<file path="src/rtl/decimal_text_to_integer_top_defines.svh">
// ----------------------------------------------------------------------------
// Decimal text to integer: assertion macros
// Shared concurrent assertion forms used by the parser's checks.
// ----------------------------------------------------------------------------
`ifndef DECIMAL_TEXT_TO_INTEGER_TOP_DEFINES_SVH
`define DECIMAL_TEXT_TO_INTEGER_TOP_DEFINES_SVH

// Same-cycle implication, checked outside reset.
`define DTOI_ASSERT_IMP(label, clk, rst_n, ante, cons) \
    label: assert property (@(posedge clk) disable iff (!(rst_n)) (ante) |-> (cons)) \
        else $error("dtoi: same-cycle check failed");

// Next-cycle implication, checked outside reset.
`define DTOI_ASSERT_NXT(label, clk, rst_n, ante, cons) \
    label: assert property (@(posedge clk) disable iff (!(rst_n)) (ante) |=> (cons)) \
        else $error("dtoi: next-cycle check failed");

`endif

</file>
<file path="src/rtl/dtoi_pkg.sv">
// ----------------------------------------------------------------------------
// Decimal text to integer: package
// Types, codes and constants shared by the parser modules.
// ----------------------------------------------------------------------------
`default_nettype none

package dtoi_pkg;

    localparam int COUNT_WIDTH_DEF = 16;
    localparam int CONSUMED_W      = 16;
    localparam int VALUE_W         = 64;

    localparam logic [7:0] CHAR_ZERO  = 8'h30;
    localparam logic [7:0] CHAR_NINE  = 8'h39;
    localparam logic [7:0] CHAR_MINUS = 8'h2D;

    typedef enum logic [1:0] {
        PH_START   = 2'd0,
        PH_SIGN    = 2'd1,
        PH_DIGITS  = 2'd2,
        PH_STOPPED = 2'd3
    } t_phase;

    typedef enum logic [1:0] {
        ST_OK      = 2'd0,
        ST_INVALID = 2'd1,
        ST_RANGE   = 2'd2
    } t_status;

    typedef enum logic {
        REG_WIDTH_SELECT = 1'b0,
        REG_SIGNED_MODE  = 1'b1
    } t_reg_index;

    localparam logic [1:0] WSEL_16 = 2'd0;
    localparam logic [1:0] WSEL_32 = 2'd1;

    typedef struct packed {
        logic [7:0] char_code;
        logic       end_of_buffer;
    } t_in_word;

    typedef struct packed {
        logic [1:0]            status;
        logic [VALUE_W-1:0]    value_bits;
        logic [CONSUMED_W-1:0] consumed;
    } t_out_word;

    typedef struct packed {
        logic [1:0] width_select;
        logic       signed_mode;
    } t_cfg;

    // One classified byte as it travels from front to back.
    typedef struct packed {
        logic       is_digit;
        logic       is_minus;
        logic [3:0] digit;
        logic       last;
    } t_cls;

    // One finished parse before sign application.
    typedef struct packed {
        t_status               status;
        logic                  neg;
        logic [VALUE_W-1:0]    mag;
        logic [CONSUMED_W-1:0] consumed;
    } t_res;

endpackage

`default_nettype wire

</file>
<file path="src/rtl/dtoi_fifo.sv">
// ----------------------------------------------------------------------------
// Decimal text to integer: two-entry queue
// Small first-in first-out buffer that decouples producer and consumer.
// ----------------------------------------------------------------------------
`default_nettype none

module dtoi_fifo #(
    parameter int DATA_W = 1
) (
    input  wire logic              i_clk,
    input  wire logic              i_rst_n,
    input  wire logic              i_push,
    input  wire logic [DATA_W-1:0] i_data,
    output logic                   o_full,
    input  wire logic              i_pop,
    output logic [DATA_W-1:0]      o_data,
    output logic                   o_empty
);

    logic [DATA_W-1:0] r_mem [2];
    logic              r_wr_ptr;
    logic              r_rd_ptr;
    logic [1:0]        r_cnt;
    logic              do_push;
    logic              do_pop;

    assign o_full  = (r_cnt == 2'd2);
    assign o_empty = (r_cnt == 2'd0);
    assign do_push = i_push && !o_full;
    assign do_pop  = i_pop && !o_empty;
    assign o_data  = r_mem[r_rd_ptr];

    always_ff @(posedge i_clk) begin
        if (!i_rst_n) begin
            r_wr_ptr <= 1'b0;
            r_rd_ptr <= 1'b0;
            r_cnt    <= 2'd0;
        end else begin
            if (do_push) begin
                r_wr_ptr <= !r_wr_ptr;
            end
            if (do_pop) begin
                r_rd_ptr <= !r_rd_ptr;
            end
            if (do_push && !do_pop) begin
                r_cnt <= r_cnt + 2'd1;
            end else if (do_pop && !do_push) begin
                r_cnt <= r_cnt - 2'd1;
            end
        end
    end

    always_ff @(posedge i_clk) begin
        if (do_push) begin
            r_mem[r_wr_ptr] <= i_data;
        end
    end

endmodule

`default_nettype wire

</file>
<file path="src/rtl/dtoi_front.sv">
// ----------------------------------------------------------------------------
// Decimal text to integer: front end
// Takes in raw bytes and classifies them as digit, minus or other.
// ----------------------------------------------------------------------------
`default_nettype none

module dtoi_front (
    input  wire logic              i_push,
    input  wire dtoi_pkg::t_in_word i_word,
    input  wire logic              i_q_full,
    output logic                   o_q_push,
    output dtoi_pkg::t_cls         o_cls
);

    logic [7:0] rel;

    // Offset from the code of zero; only meaningful for digits.
    assign rel = i_word.char_code - dtoi_pkg::CHAR_ZERO;

    always_comb begin
        o_cls.is_digit = (i_word.char_code >= dtoi_pkg::CHAR_ZERO) &&
                         (i_word.char_code <= dtoi_pkg::CHAR_NINE);
        o_cls.is_minus = (i_word.char_code == dtoi_pkg::CHAR_MINUS);
        o_cls.digit    = o_cls.is_digit ? rel[3:0] : 4'd0;
        o_cls.last     = i_word.end_of_buffer;
    end

    assign o_q_push = i_push && !i_q_full;

endmodule

`default_nettype wire

</file>
<file path="src/rtl/dtoi_back.sv">
// ----------------------------------------------------------------------------
// Decimal text to integer: back end
// Runs the parse state machine and range check, one byte per cycle unless stalled.
// ----------------------------------------------------------------------------
`default_nettype none

`include "decimal_text_to_integer_top_defines.svh"

module dtoi_back #(
    parameter int COUNT_WIDTH = dtoi_pkg::COUNT_WIDTH_DEF
) (
    input  wire logic           i_clk,
    input  wire logic           i_rst_n,
    input  wire dtoi_pkg::t_cfg i_cfg,
    input  wire logic           i_cls_valid,
    input  wire dtoi_pkg::t_cls i_cls,
    output logic                o_cls_pop,
    input  wire logic           i_res_full,
    output logic                o_res_push,
    output dtoi_pkg::t_res      o_res
);

    localparam int CW_EXT = (COUNT_WIDTH > dtoi_pkg::CONSUMED_W) ?
                            COUNT_WIDTH : dtoi_pkg::CONSUMED_W;

    dtoi_pkg::t_phase        r_phase, n_phase;
    dtoi_pkg::t_status       r_status, n_status;
    logic [63:0]             r_acc, n_acc;
    logic                    r_neg, n_neg;
    logic [COUNT_WIDTH-1:0]  r_count, n_count;

    logic                    step;
    logic                    inv;
    logic [COUNT_WIDTH-1:0]  count_inc;
    logic [63:0]             lim;
    logic [67:0]             acc_ext;
    logic [67:0]             mac;
    logic                    over;
    logic [CW_EXT-1:0]       cnt_ext;

    // Largest magnitude allowed for the configured range and sign.
    always_comb begin
        case (i_cfg.width_select)
            dtoi_pkg::WSEL_16: begin
                lim = i_cfg.signed_mode ? (r_neg ? 64'h8000 : 64'h7FFF) : 64'hFFFF;
            end
            dtoi_pkg::WSEL_32: begin
                lim = i_cfg.signed_mode ? (r_neg ? 64'h8000_0000 : 64'h7FFF_FFFF)
                                        : 64'hFFFF_FFFF;
            end
            default: begin
                lim = i_cfg.signed_mode ?
                      (r_neg ? 64'h8000_0000_0000_0000 : 64'h7FFF_FFFF_FFFF_FFFF)
                      : 64'hFFFF_FFFF_FFFF_FFFF;
            end
        endcase
    end

    // Times ten by shift and add; the digit overflows when the sum passes the limit.
    assign acc_ext   = {4'b0000, r_acc};
    assign mac       = (acc_ext << 3) + (acc_ext << 1) + 68'(i_cls.digit);
    assign over      = (mac > {4'b0000, lim});
    assign count_inc = (r_count == '1) ? r_count : r_count + COUNT_WIDTH'(1);
    assign step      = i_cls_valid && !i_res_full;
    assign o_cls_pop = step;

    always_comb begin
        n_phase  = r_phase;
        n_status = r_status;
        n_acc    = r_acc;
        n_neg    = r_neg;
        n_count  = r_count;
        inv      = 1'b0;

        case (r_phase)
            dtoi_pkg::PH_START: begin
                if (i_cls.is_minus) begin
                    if (i_cfg.signed_mode) begin
                        n_neg   = 1'b1;
                        n_count = count_inc;
                        n_phase = dtoi_pkg::PH_SIGN;
                    end else begin
                        inv = 1'b1;
                    end
                end else if (i_cls.is_digit) begin
                    n_acc   = 64'(i_cls.digit);
                    n_count = count_inc;
                    n_phase = dtoi_pkg::PH_DIGITS;
                end else begin
                    inv = 1'b1;
                end
            end
            dtoi_pkg::PH_SIGN: begin
                if (i_cls.is_digit) begin
                    n_acc   = 64'(i_cls.digit);
                    n_count = count_inc;
                    n_phase = dtoi_pkg::PH_DIGITS;
                end else begin
                    inv = 1'b1;
                end
            end
            dtoi_pkg::PH_DIGITS: begin
                if (i_cls.is_digit) begin
                    n_count = count_inc;
                    if (over) begin
                        n_status = dtoi_pkg::ST_RANGE;
                        n_phase  = dtoi_pkg::PH_STOPPED;
                    end else begin
                        n_acc = mac[63:0];
                    end
                end else begin
                    n_status = dtoi_pkg::ST_OK;
                    n_phase  = dtoi_pkg::PH_STOPPED;
                end
            end
            default: begin
            end
        endcase

        // A buffer that ends right after the sign holds no number.
        if (i_cls.last && (n_phase == dtoi_pkg::PH_SIGN)) begin
            inv = 1'b1;
        end
        if (inv) begin
            n_status = dtoi_pkg::ST_INVALID;
            n_count  = '0;
            n_phase  = dtoi_pkg::PH_STOPPED;
        end
        if (i_cls.last && (n_phase == dtoi_pkg::PH_DIGITS)) begin
            n_status = dtoi_pkg::ST_OK;
        end
    end

    assign cnt_ext = CW_EXT'(n_count);

    always_comb begin
        o_res_push      = step && i_cls.last;
        o_res.status    = n_status;
        o_res.neg       = n_neg;
        o_res.mag       = n_acc;
        o_res.consumed  = (cnt_ext > CW_EXT'(16'hFFFF)) ? 16'hFFFF
                                                         : cnt_ext[dtoi_pkg::CONSUMED_W-1:0];
    end

    always_ff @(posedge i_clk) begin
        if (!i_rst_n) begin
            r_phase  <= dtoi_pkg::PH_START;
            r_status <= dtoi_pkg::ST_OK;
            r_acc    <= '0;
            r_neg    <= 1'b0;
            r_count  <= '0;
        end else if (step) begin
            if (i_cls.last) begin
                r_phase  <= dtoi_pkg::PH_START;
                r_status <= dtoi_pkg::ST_OK;
                r_acc    <= '0;
                r_neg    <= 1'b0;
                r_count  <= '0;
            end else begin
                r_phase  <= n_phase;
                r_status <= n_status;
                r_acc    <= n_acc;
                r_neg    <= n_neg;
                r_count  <= n_count;
            end
        end
    end

    `DTOI_ASSERT_IMP(a_push_needs_step, i_clk, i_rst_n, o_res_push, step && !i_res_full)
    `DTOI_ASSERT_NXT(a_restart_after_result, i_clk, i_rst_n, o_res_push,
                     (r_phase == dtoi_pkg::PH_START) && (r_count == '0))
    `DTOI_ASSERT_IMP(a_invalid_zero_count, i_clk, i_rst_n,
                     o_res_push && (o_res.status == dtoi_pkg::ST_INVALID),
                     o_res.consumed == '0)
    `DTOI_ASSERT_IMP(a_start_is_clean, i_clk, i_rst_n, r_phase == dtoi_pkg::PH_START,
                     (r_acc == '0) && !r_neg && (r_count == '0))

endmodule

`default_nettype wire

</file>
<file path="src/rtl/decimal_text_to_integer_top.sv">
// ----------------------------------------------------------------------------
// Decimal text to integer: top level
// Parses a byte stream of decimal text into a range-checked integer.
// ----------------------------------------------------------------------------
// Usage. Bytes of a text buffer enter one per word on the input queue: a word
// is taken at a clock edge where push is high and full is low. The word with
// end_of_buffer set closes the buffer and produces exactly one result word;
// other bytes produce none. Results leave through the output queue: the
// oldest result is shown while empty is low and is taken when pop is high.
// Throughput is one byte per cycle while the result queue has room, set by the
// combinational times-ten and add with range compare in the back end. A result
// becomes visible after the closing byte has passed through the byte queue and
// the parser has pushed its result into the result queue at the edge where it
// takes the byte. The sign is applied as the result leaves the queue. If the
// receiver stops popping, the result queue fills, the parser halts, the byte
// queue fills and full rises; no word is lost. Synchronous reset empties both
// queues, restarts the parse and sets the configuration to 32-bit signed.
// Configuration is written through i_cfg_we, i_cfg_index and i_cfg_data. The
// user must write it only while no buffer is in flight; it is not enforced.
// ----------------------------------------------------------------------------
`default_nettype none

module decimal_text_to_integer_top #(
    parameter int COUNT_WIDTH = dtoi_pkg::COUNT_WIDTH_DEF
) (
    input  wire logic                i_clk,
    input  wire logic                i_rst_n,
    // Input queue side.
    input  wire logic                push,
    output logic                     full,
    input  wire dtoi_pkg::t_in_word  i_in_word,
    // Result queue side.
    output logic                     empty,
    input  wire logic                pop,
    output dtoi_pkg::t_out_word      o_out_word,
    // Configuration write port.
    input  wire logic                i_cfg_we,
    input  wire logic                i_cfg_index,
    input  wire logic [1:0]          i_cfg_data
);

    localparam int CLS_W = $bits(dtoi_pkg::t_cls);
    localparam int RES_W = $bits(dtoi_pkg::t_res);

    dtoi_pkg::t_cfg r_cfg;
    dtoi_pkg::t_cls front_cls;
    dtoi_pkg::t_cls back_cls;
    dtoi_pkg::t_res back_res;
    dtoi_pkg::t_res head_res;
    logic           q_push;
    logic           q_empty;
    logic           q_pop;
    logic           res_full;
    logic           res_push;
    logic [CLS_W-1:0] back_cls_bits;
    logic [RES_W-1:0] head_res_bits;

    // Configuration registers; a write to a register updates only that one.
    always_ff @(posedge i_clk) begin
        if (!i_rst_n) begin
            r_cfg.width_select <= dtoi_pkg::WSEL_32;
            r_cfg.signed_mode  <= 1'b1;
        end else if (i_cfg_we) begin
            case (dtoi_pkg::t_reg_index'(i_cfg_index))
                dtoi_pkg::REG_WIDTH_SELECT: r_cfg.width_select <= i_cfg_data;
                dtoi_pkg::REG_SIGNED_MODE:  r_cfg.signed_mode  <= i_cfg_data[0];
                default: begin
                end
            endcase
        end
    end

    // Front end: classify each byte and push it into the byte queue.
    dtoi_front u_front (
        .i_push   (push),
        .i_word   (i_in_word),
        .i_q_full (full),
        .o_q_push (q_push),
        .o_cls    (front_cls)
    );

    dtoi_fifo #(
        .DATA_W (CLS_W)
    ) u_byte_q (
        .i_clk   (i_clk),
        .i_rst_n (i_rst_n),
        .i_push  (q_push),
        .i_data  (front_cls),
        .o_full  (full),
        .i_pop   (q_pop),
        .o_data  (back_cls_bits),
        .o_empty (q_empty)
    );

    assign back_cls = dtoi_pkg::t_cls'(back_cls_bits);

    // Back end: parse state machine and range check.
    dtoi_back #(
        .COUNT_WIDTH (COUNT_WIDTH)
    ) u_back (
        .i_clk       (i_clk),
        .i_rst_n     (i_rst_n),
        .i_cfg       (r_cfg),
        .i_cls_valid (!q_empty),
        .i_cls       (back_cls),
        .o_cls_pop   (q_pop),
        .i_res_full  (res_full),
        .o_res_push  (res_push),
        .o_res       (back_res)
    );

    dtoi_fifo #(
        .DATA_W (RES_W)
    ) u_res_q (
        .i_clk   (i_clk),
        .i_rst_n (i_rst_n),
        .i_push  (res_push),
        .i_data  (back_res),
        .o_full  (res_full),
        .i_pop   (pop),
        .o_data  (head_res_bits),
        .o_empty (empty)
    );

    assign head_res = dtoi_pkg::t_res'(head_res_bits);

    // The value is the two's complement of the magnitude for negative input,
    // and zero whenever the parse did not succeed.
    always_comb begin
        o_out_word.status   = head_res.status;
        o_out_word.consumed = head_res.consumed;
        if (head_res.status != dtoi_pkg::ST_OK) begin
            o_out_word.value_bits = '0;
        end else if (head_res.neg) begin
            o_out_word.value_bits = '0 - head_res.mag;
        end else begin
            o_out_word.value_bits = head_res.mag;
        end
    end

endmodule

`default_nettype wire
</file>
<file path="config.mk">
export PLATFORM = sky130hd
export DESIGN_NAME = decimal_text_to_integer_top
export DESIGN_NICKNAME = d
export VERILOG_FILES = /design/src/rtl/dtoi_pkg.sv /design/src/rtl/dtoi_fifo.sv /design/src/rtl/dtoi_front.sv /design/src/rtl/dtoi_back.sv /design/src/rtl/decimal_text_to_integer_top.sv
export VERILOG_INCLUDE_DIRS = /design/src /design/src/rtl
export SDC_FILE = /design/constraint.sdc
export NUM_CORES = 1
export LEC_CHECK = 0
export ABC_AREA = 1
export BUFFER_PORTS_ARGS = -buffer_cell sky130_fd_sc_hd__buf_4
export CAP_MARGIN = 20
export CORE_AREA = 2 2 265 201
export DETAILED_ROUTE_END_ITERATION = 12
export DIE_AREA = 0 0 267 203
export HOLD_SLACK_MARGIN = 0.03
export RECOVER_POWER = 100
export SYNTH_ARGS = -nofsm -noshare
export SYNTH_HDL_FRONTEND = slang
export SYNTH_HIERARCHICAL = 1
export SYNTH_SLANG_ARGS = --single-unit
export TNS_END_PERCENT = 20
</file>
<file path="constraint.sdc">
create_clock -name i_clk -period 4.7 [get_ports i_clk]
set_input_delay 0.94 -clock i_clk [delete_from_list [all_inputs] [get_ports i_clk]]
set_output_delay 0.94 -clock i_clk [all_outputs]
set_load 0.01 [all_outputs]
</file>
==> qor.txt, run 1 <==
=================================================================================
Top cells by instance count after synthesis ........................ 779 x nand2_1, 378 x nor2_1, 286 x inv_1
Total negative slack ...............................................   -199820 ps
Via count of the first global-routing pass .........................        21400
Power density over the cells .......................................   472 nW/µm²
Path category of the worst min-delay check .........................      reg2reg
Non-filler instance count after layout .............................         4243
Filler cell count ..................................................         4703
Main synth FF type .................................................     edfxtp_1
Register clock-pin slew on the reported worst setup and hold paths .        60 ps
Crit-path most repeated cell .......................................      nand2_2
Maximum clock frequency ............................................    0.177 GHz
First-pass GRT wire length .........................................    119000 µm
Layout overhead on the synthesized area ............................        27.5%
Netlist Area Pre-Place .............................................    23000 µm²
Initial core utilization ...........................................        44.7%
Port buffer count ..................................................          100
Final worst-path cycle share .......................................         120%
Synthesized netlist cell count .....................................         3052
Slowest Stage Delay on Critical Path ...............................       630 ps
Setup slack, reg-to-reg ............................................      -940 ps
Dominant cells by area after synthesis ............................. edfxtp_1 23%, nand2_1 13%, ha_1 11%, dfxtp_1 8.5%, nor2_1 6.2%
Number of enable-type register cells in the synthesized netlist ....          180
Detailed placer's ending HPWL ......................................     60500 µm
Vertical die dimension .............................................       203 µm
Setup repair after global routing missed its margin ................          yes
Least-Margin Pin Slew ..............................................      2120 ps
Final Setup Violations .............................................          248
Seq. cell area .....................................................     7370 µm²
Req. time, crit path ...............................................      5210 ps
Vias after detailed routing ........................................        22800
CTS Buf Count ......................................................           30
Number of placed cells counting well taps ..........................         4147
Max Transition Viols Final .........................................           21
Number of placement rows ...........................................           72
Sequential fraction of the synthesis area ..........................        32.0%
Startpoint of the worst hold path .................................. u_back/r_status[1]$_SDFFE_PN0P_
Flip-flop and latch count after synthesis ..........................          278
Final critical-path setup slack ....................................      -940 ps
Setup crit end kind ................................................     register
Gr usage total .....................................................        28.0%
Number of antenna cells inserted ...................................            0
Result of the run .................................................. complete, but fails checks
Post-layout min period .............................................      5640 ps
Routed length per instance .........................................      18.4 µm
Count of synthesis-stage warnings from yosys .......................            6
Critical Setup Path Class ..........................................      reg2reg
Gr ovfl total ......................................................            0
Net count reported at finish .......................................         3734
Antenna-violating nets left ........................................            0
Clock sink count ...................................................          278
Total nets after synthesis .........................................         3270
Die Span X .........................................................       267 µm
Maximum root-to-sink buffer count ..................................            3
# Max-Cap Violations ...............................................            1
Overall die area ...................................................    54200 µm²
Synthesized area divided by synthesized cell count .................     7.54 µm²
Worst Path Max Fanout ..............................................            8
Clock insertion delay at the later pin of the skew report ..........       580 ps
Post-synth ARST share ..............................................           0%
Final estimated routing congestion in global placement .............        0.954
Leak Pwr ...........................................................    0.0135 µW
Library cells used by synthesis ....................................           62
Top-area cell type share of the netlist area .......................        23.5%
First DRT Iteration DRCs ...........................................         2289
Worst Clk Skew .....................................................      11.3 ps
H-tree Lvls ........................................................            1
CTS Root Buffer Type ...............................................    clkbuf_16
Slowest stage cell on the critical path ............................         fa_2
TritonCTS clock tree ...............................................         done
VDD IR-drop max ....................................................   0.000368 V
Largest net degree at the start of global routing ..................           86
Most numerous cell in the Yosys netlist ............................      nand2_1
Core box area ......................................................    51400 µm²
Worst Path Arrival .................................................      6150 ps
Startpoint kind of the worst setup timing path .....................     register
Ratio of routed vias to standard cells .............................         5.38
Fraction of layout cells with a size suffix above 1 ................        26.2%
Post-synth top area cell ...........................................     edfxtp_1
Final Hold Vio Count ...............................................            0
Drt first pass iters ...............................................            5
Top-level I/O count ................................................          101
Failing checks ..................................................... capacitance limit, slew limit, setup timing
Overall power of the completed layout ..............................     13800 µW
Multi-input combinational cell area ................................    14600 µm²
Post-route DRC .....................................................            0
Hold Buf Count CTS .................................................            0
Relative max-transition margin .....................................       -41.6%
DRT Wirelength .....................................................     78100 µm
Antenna violations before repair ...................................            2
Utilization of the core after routing ..............................        57.0%
=================================================================================
-- worst max-delay path, delay by kind of cell (launching register included) --
kind | cells | cell delay (ps)
AND/OR/NAND/NOR | 20 | 2380
adder cells (fa/ha/maj) | 3 | 1250
buffers and inverters | 5 | 660
AO/OA/AOI/OAI | 4 | 470
flip-flops | 1 | 350
multiplexers | 1 | 350
XOR/XNOR | 1 | 100
-- layer usage --
metal  track usage, %  part of all wire [%]  up-vias
met2             38.7                    39      899
met5                0                     0        -
met4             5.52                   1.8        0
met1             44.7                    49    10700
li1                 -                     -    11200
met3             4.94                   9.6       88
-- state kept, by name (all words and copies together) (netlist names), named ones only --
name	cells
u_back/r_count	16
u_res_q/r_wr_ptr	1
u_byte_q/r_cnt	2
r_cfg	3
u_byte_q/r_rd_ptr	1
u_back/r_status	2
u_res_q/r_mem	166
u_back/r_neg	1
u_res_q/r_cnt	2
u_res_q/r_rd_ptr	1
u_byte_q/r_wr_ptr	1
u_back/r_acc	64
u_byte_q/r_mem	14
u_back/r_phase	2
-- area by class of cell --
class / count / area share (%)
Multi-Input combinational cell: 2369 / 49.8
Sequential cell: 278 / 25.1
Timing Repair Buffer: 526 / 15.0
Inverter: 311 / 4.02
Tap cell: 703 / 3.00
Clock buffer: 45 / 2.79
Clock inverter: 11 / 0.328
-- where the power goes --
group / leakage (µW) / switching [µW] / internal [µW]
clock network: 0.000444 / 975 / 1250
logic: 0.0106 / 5060 / 3080
registers: 0.00248 / 239 / 3240
total: 0.0135 / 6270 / 7570
-- logic make-up after synthesis --
logic type / count (synthesis) / share of synthesized area [%]
mux: 90 / 5.55
fa+ha+maj: 201 / 11.0
xor+xnor: 69 / 2.63
simple gates: 1385 / 25.3
flops: 278 / 32.0
compound gates: 619 / 15.7
buf+inv: 410 / 7.75
-- worst paths after layout --
check	end	depth (start not counted)
worst min register to register	u_back/r_status[1]$_SDFFE_PN0P_	2
worst min-delay path	u_back/r_status[1]$_SDFFE_PN0P_	2
worst max-delay path	u_back/r_acc[37]$_SDFFE_PN0P_	34
worst max register to register	u_back/r_acc[37]$_SDFFE_PN0P_	34
-- through the flow --
step | hold WS [ps] | setup slack [ps] | cell area [µm²]
finish | 487 | -940 | 29300
global route | 518 | -1260 | 29300
CTS | 473 | -775 | 28900
detailed placement | 462 | -1190 | 27300
global placement | 455 | -1040 | 27300
floorplan | 427 | -494 | 23000
-- what timing repair did --
item                                    4_1_cts  5_1_grt
endpoints found under the setup margin      248      248
setup buffers                                16       16
endpoints found under the hold margin         0        0
resized for setup                           106       80
gates cloned                                  9        2
pin swaps                                    29       55
-- layout by cell type, fill, tap and decap left out, types with 21 or more instances in the layout --
master       n
xor2_1      47
o21ai_0    131
dfxtp_1     96
ha_1       194
nor2_1     370
nand3_1     62
nand4_1     28
o211ai_1    64
inv_2       21
inv_1      282
buf_12      26
nand2_2     67
buf_4      479
o21ai_2     27
nor2_4      28
edfxtp_1   180
o21ai_1     63
mux2_4      72
a21oi_2     31
nand2_1    739
clkbuf_16   32
a21oi_1    221
No activity file was read; power rests on OpenSTA's default activity.
==> run 2: changes to the inputs <==
Settings changed: CELL_PAD_IN_SITES_DETAIL_PLACEMENT set to 1, CELL_PAD_IN_SITES_GLOBAL_PLACEMENT set to 1, CORE_AREA 2 2 265 201 to 2 2 271 206, CTS_CLUSTER_DIAMETER set to 200, DIE_AREA 0 0 267 203 to 0 0 273 208, PLACE_DENSITY_LB_ADDON set to 0.1.
==> qor.txt, run 2 (synthesis gave the netlist of run 1 again) <==
========================================================================================
Via count of the first global-routing pass ................................        24000   +12%
Number of antenna cells inserted ..........................................            0   unchanged
Register clock-pin slew on the reported worst setup and hold paths ........        60 ps   about the same
Post-route DRC ............................................................            0   unchanged
VDD IR-drop max ...........................................................   0.000430 V   +17%
Setup slack, reg-to-reg ...................................................     -1100 ps   -160 ps
Final estimated routing congestion in global placement ....................        0.934   -2.1%
Vias after detailed routing ...............................................        23600   +3.4%
Routed length per instance ................................................      21.2 µm   +15%
First-pass GRT wire length ................................................    137000 µm   +16%
CTS Buf Count .............................................................           30   unchanged
Clk network pwr share .....................................................        17.2%   +1.1 points
Least-Margin Pin Slew .....................................................      1620 ps   -499 ps
Failing checks ............................................................ capacitance limit, slew limit, setup timing
Maximum root-to-sink buffer count .........................................            3   unchanged
Antenna-violating nets left ...............................................            0   unchanged
Final critical-path setup slack ...........................................     -1100 ps   -164 ps
Clock insertion delay at the later pin of the skew report .................       610 ps   +30 ps
WP buf/inv ................................................................            4   -1
Final standard cell area without fillers ..................................    30000 µm²   +2.1%
Detailed placer's ending HPWL .............................................     69500 µm   +15%
Crit-path most repeated cell ..............................................      nand2_2
Overall die area ..........................................................    56800 µm²   +4.8%
Startpoint kind of the worst setup timing path ............................     register
Switching fraction of total power .........................................        46.3%   +1.0 points
Final Setup Violations ....................................................          312   +26%
Net count reported at finish ..............................................         3751   +0.46%
Number of cells on the worst reg-to-reg path ..............................           37   +8.8%
Max Transition Viols Final ................................................           78   +270%
Number of cells on the critical path ......................................           37   +8.8%
H-tree Lvls ...............................................................            1   unchanged
Final-layout worst hold slack .............................................       485 ps   -1.79 ps
Worst Hold Path Cells .....................................................            2   unchanged
Drt first pass iters ......................................................            5   unchanged
Commonest non-fill, non-tap cell in the layout ............................      nand2_1
Top-level I/O count .......................................................          101   unchanged
Standard cell area after detailed placement ...............................    27300 µm²   about the same
Sequential group share of total power .....................................        25.4%   +0.3 points
Maximum clock frequency ...................................................    0.172 GHz   -2.8%
Slowest stage cell on the critical path ...................................         fa_2
Setup crit end kind .......................................................     register
Largest registers ......................................................... u_res_q/r_mem (166), u_back/r_acc (64), u_back/r_count (16)
Category of cells accounting for the largest share of critical-path delay . simple AND/OR/NAND/NOR gates
CTS Root Buffer Type ......................................................    clkbuf_16
Final worst-path cycle share ..............................................         123%   +3.5 points
Layout overhead on the synthesized area ...................................        30.2%
Path category of the worst min-delay check ................................      reg2reg
Slowest Stage Delay on Critical Path ......................................       620 ps   about the same
Setup repair after global routing missed its margin .......................          yes
Power density over the cells ..............................................   459 nW/µm²   -2.8%
DRT Wirelength ............................................................     90900 µm   +16%
Req. time, crit path ......................................................      5160 ps   -50 ps
Leak Pwr ..................................................................    0.0137 µW   +1.1%
Gr ovfl total .............................................................            0   unchanged
Worst Path Max Fanout .....................................................            6   -2
Most used cells in the layout excluding fill and tap cells ................ 719 x nand2_1, 502 x buf_4, 363 x nor2_1
Result of the run ......................................................... complete, but fails checks
Overall power of the completed layout .....................................     13700 µW   -0.71%
Antenna violations before repair ..........................................            0   -2
Largest net degree at the start of global routing .........................           85   -1.2%
Initial core utilization ..................................................        42.6%   -2.2 points
Register with the highest flop count ...................................... u_res_q/r_mem
Number of placement rows ..................................................           74   +2.8%
Port buffer count .........................................................          100   unchanged
Relative max-transition margin ............................................       -7.81%   +34 points
Portion of total power attributed to combinational logic ..................        57.4%   -1.4 points
Minimum setup slack after placement .......................................     -1430 ps   -242 ps
Ratio of routed vias to standard cells ....................................         5.52   +2.5%
Post-layout min period ....................................................      5800 ps   +164 ps
# Max-Cap Violations ......................................................            2   +1
Gr usage total ............................................................        30.7%   +2.7 points
Int Pwr ...................................................................      7380 µW   -2.5%
Clock sink count ..........................................................          278   unchanged
Core box area .............................................................    54100 µm²   +5.1%
Filler cell count .........................................................         6639   +41%
Critical Setup Path Class .................................................      reg2reg
First DRT Iteration DRCs ..................................................         1583   -31%
Number of flip-flops in the largest register ..............................          166   unchanged
TritonCTS clock tree ......................................................         done
Final Hold Vio Count ......................................................            0   unchanged
Fraction of layout cells with a size suffix above 1 .......................        28.9%   +2.7 points
Net switching power figure ................................................      6360 µW   +1.5%
Die Span X ................................................................       273 µm   +2.2%
Worst Path Arrival ........................................................      6260 ps   +110 ps
Worst Clk Skew ............................................................      14.9 ps   +3.60 ps
Vertical die dimension ....................................................       208 µm   +2.5%
========================================================================================
[run 2: layer usage]
layer  global-route usage (%)  share of wire (%)
met5                        0                  0
met4                     5.29                1.8
met3                     4.28                6.7
met2                     46.7                 43
met1                     46.4                 48
[run 2: power by group through the flow]
stage / clock [µW] / combinational [µW] / sequential, µW
2_1_floorplan: 0 / 4800 / 3440
3_3_place_gp: 0 / 6990 / 3490
3_5_place_dp: 0 / 7260 / 3530
4_1_cts: 2390 / 7590 / 3480
5_1_grt: 2470 / 8540 / 3530
6_report: 2360 / 7890 / 3490
[run 2: worst paths after layout]
kind,start,end
setup / recovery,register,u_back/r_acc[37]$_SDFFE_PN0P_
hold / removal,u_back/r_status[0]$_SDFFE_PN0P_,u_back/r_status[0]$_SDFFE_PN0P_
setup reg to reg,register,u_back/r_acc[37]$_SDFFE_PN0P_
hold reg to reg,u_back/r_status[0]$_SDFFE_PN0P_,u_back/r_status[0]$_SDFFE_PN0P_
[run 2: area by class of cell]
type                    count  area [µm²]  area share (%)
multi-input cells        2364       15100            50.4
flip-flops and latches    278        7370            24.6
well taps                 722         903            3.02
inverters                 311        1170            3.91
clock buffers              37         787            2.63
repair buffers            548        4440            14.8
clock inverters            19         181           0.606
[run 2: tightest hold or removal path, cell delays in order, from the launching register on]
cell and delay [ps]:
dfxtp_1 310, nand2_1 70, a21oi_1 60
[run 2: timing repair]
| item | CTS | global route |
|---|---|---|
| setup endpoints to repair | 248 | 248 |
| gates cloned | 2 | 1 |
| resized for setup | 122 | 182 |
| pin swaps | 57 | 82 |
| buffers inserted | 28 | 29 |
| hold buffers | 0 | 0 |
[run 2: stage by stage]
step	utilization, %	TNS, ps	cells
after detailed placement	50.4	-311850	4164
after global placement	50.4	-269240	4164
after CTS	53.6	-166990	4250
final	55.4	-252120	4279
after global routing	55.4	-312630	4279
after floorplan	-	-170400	3052
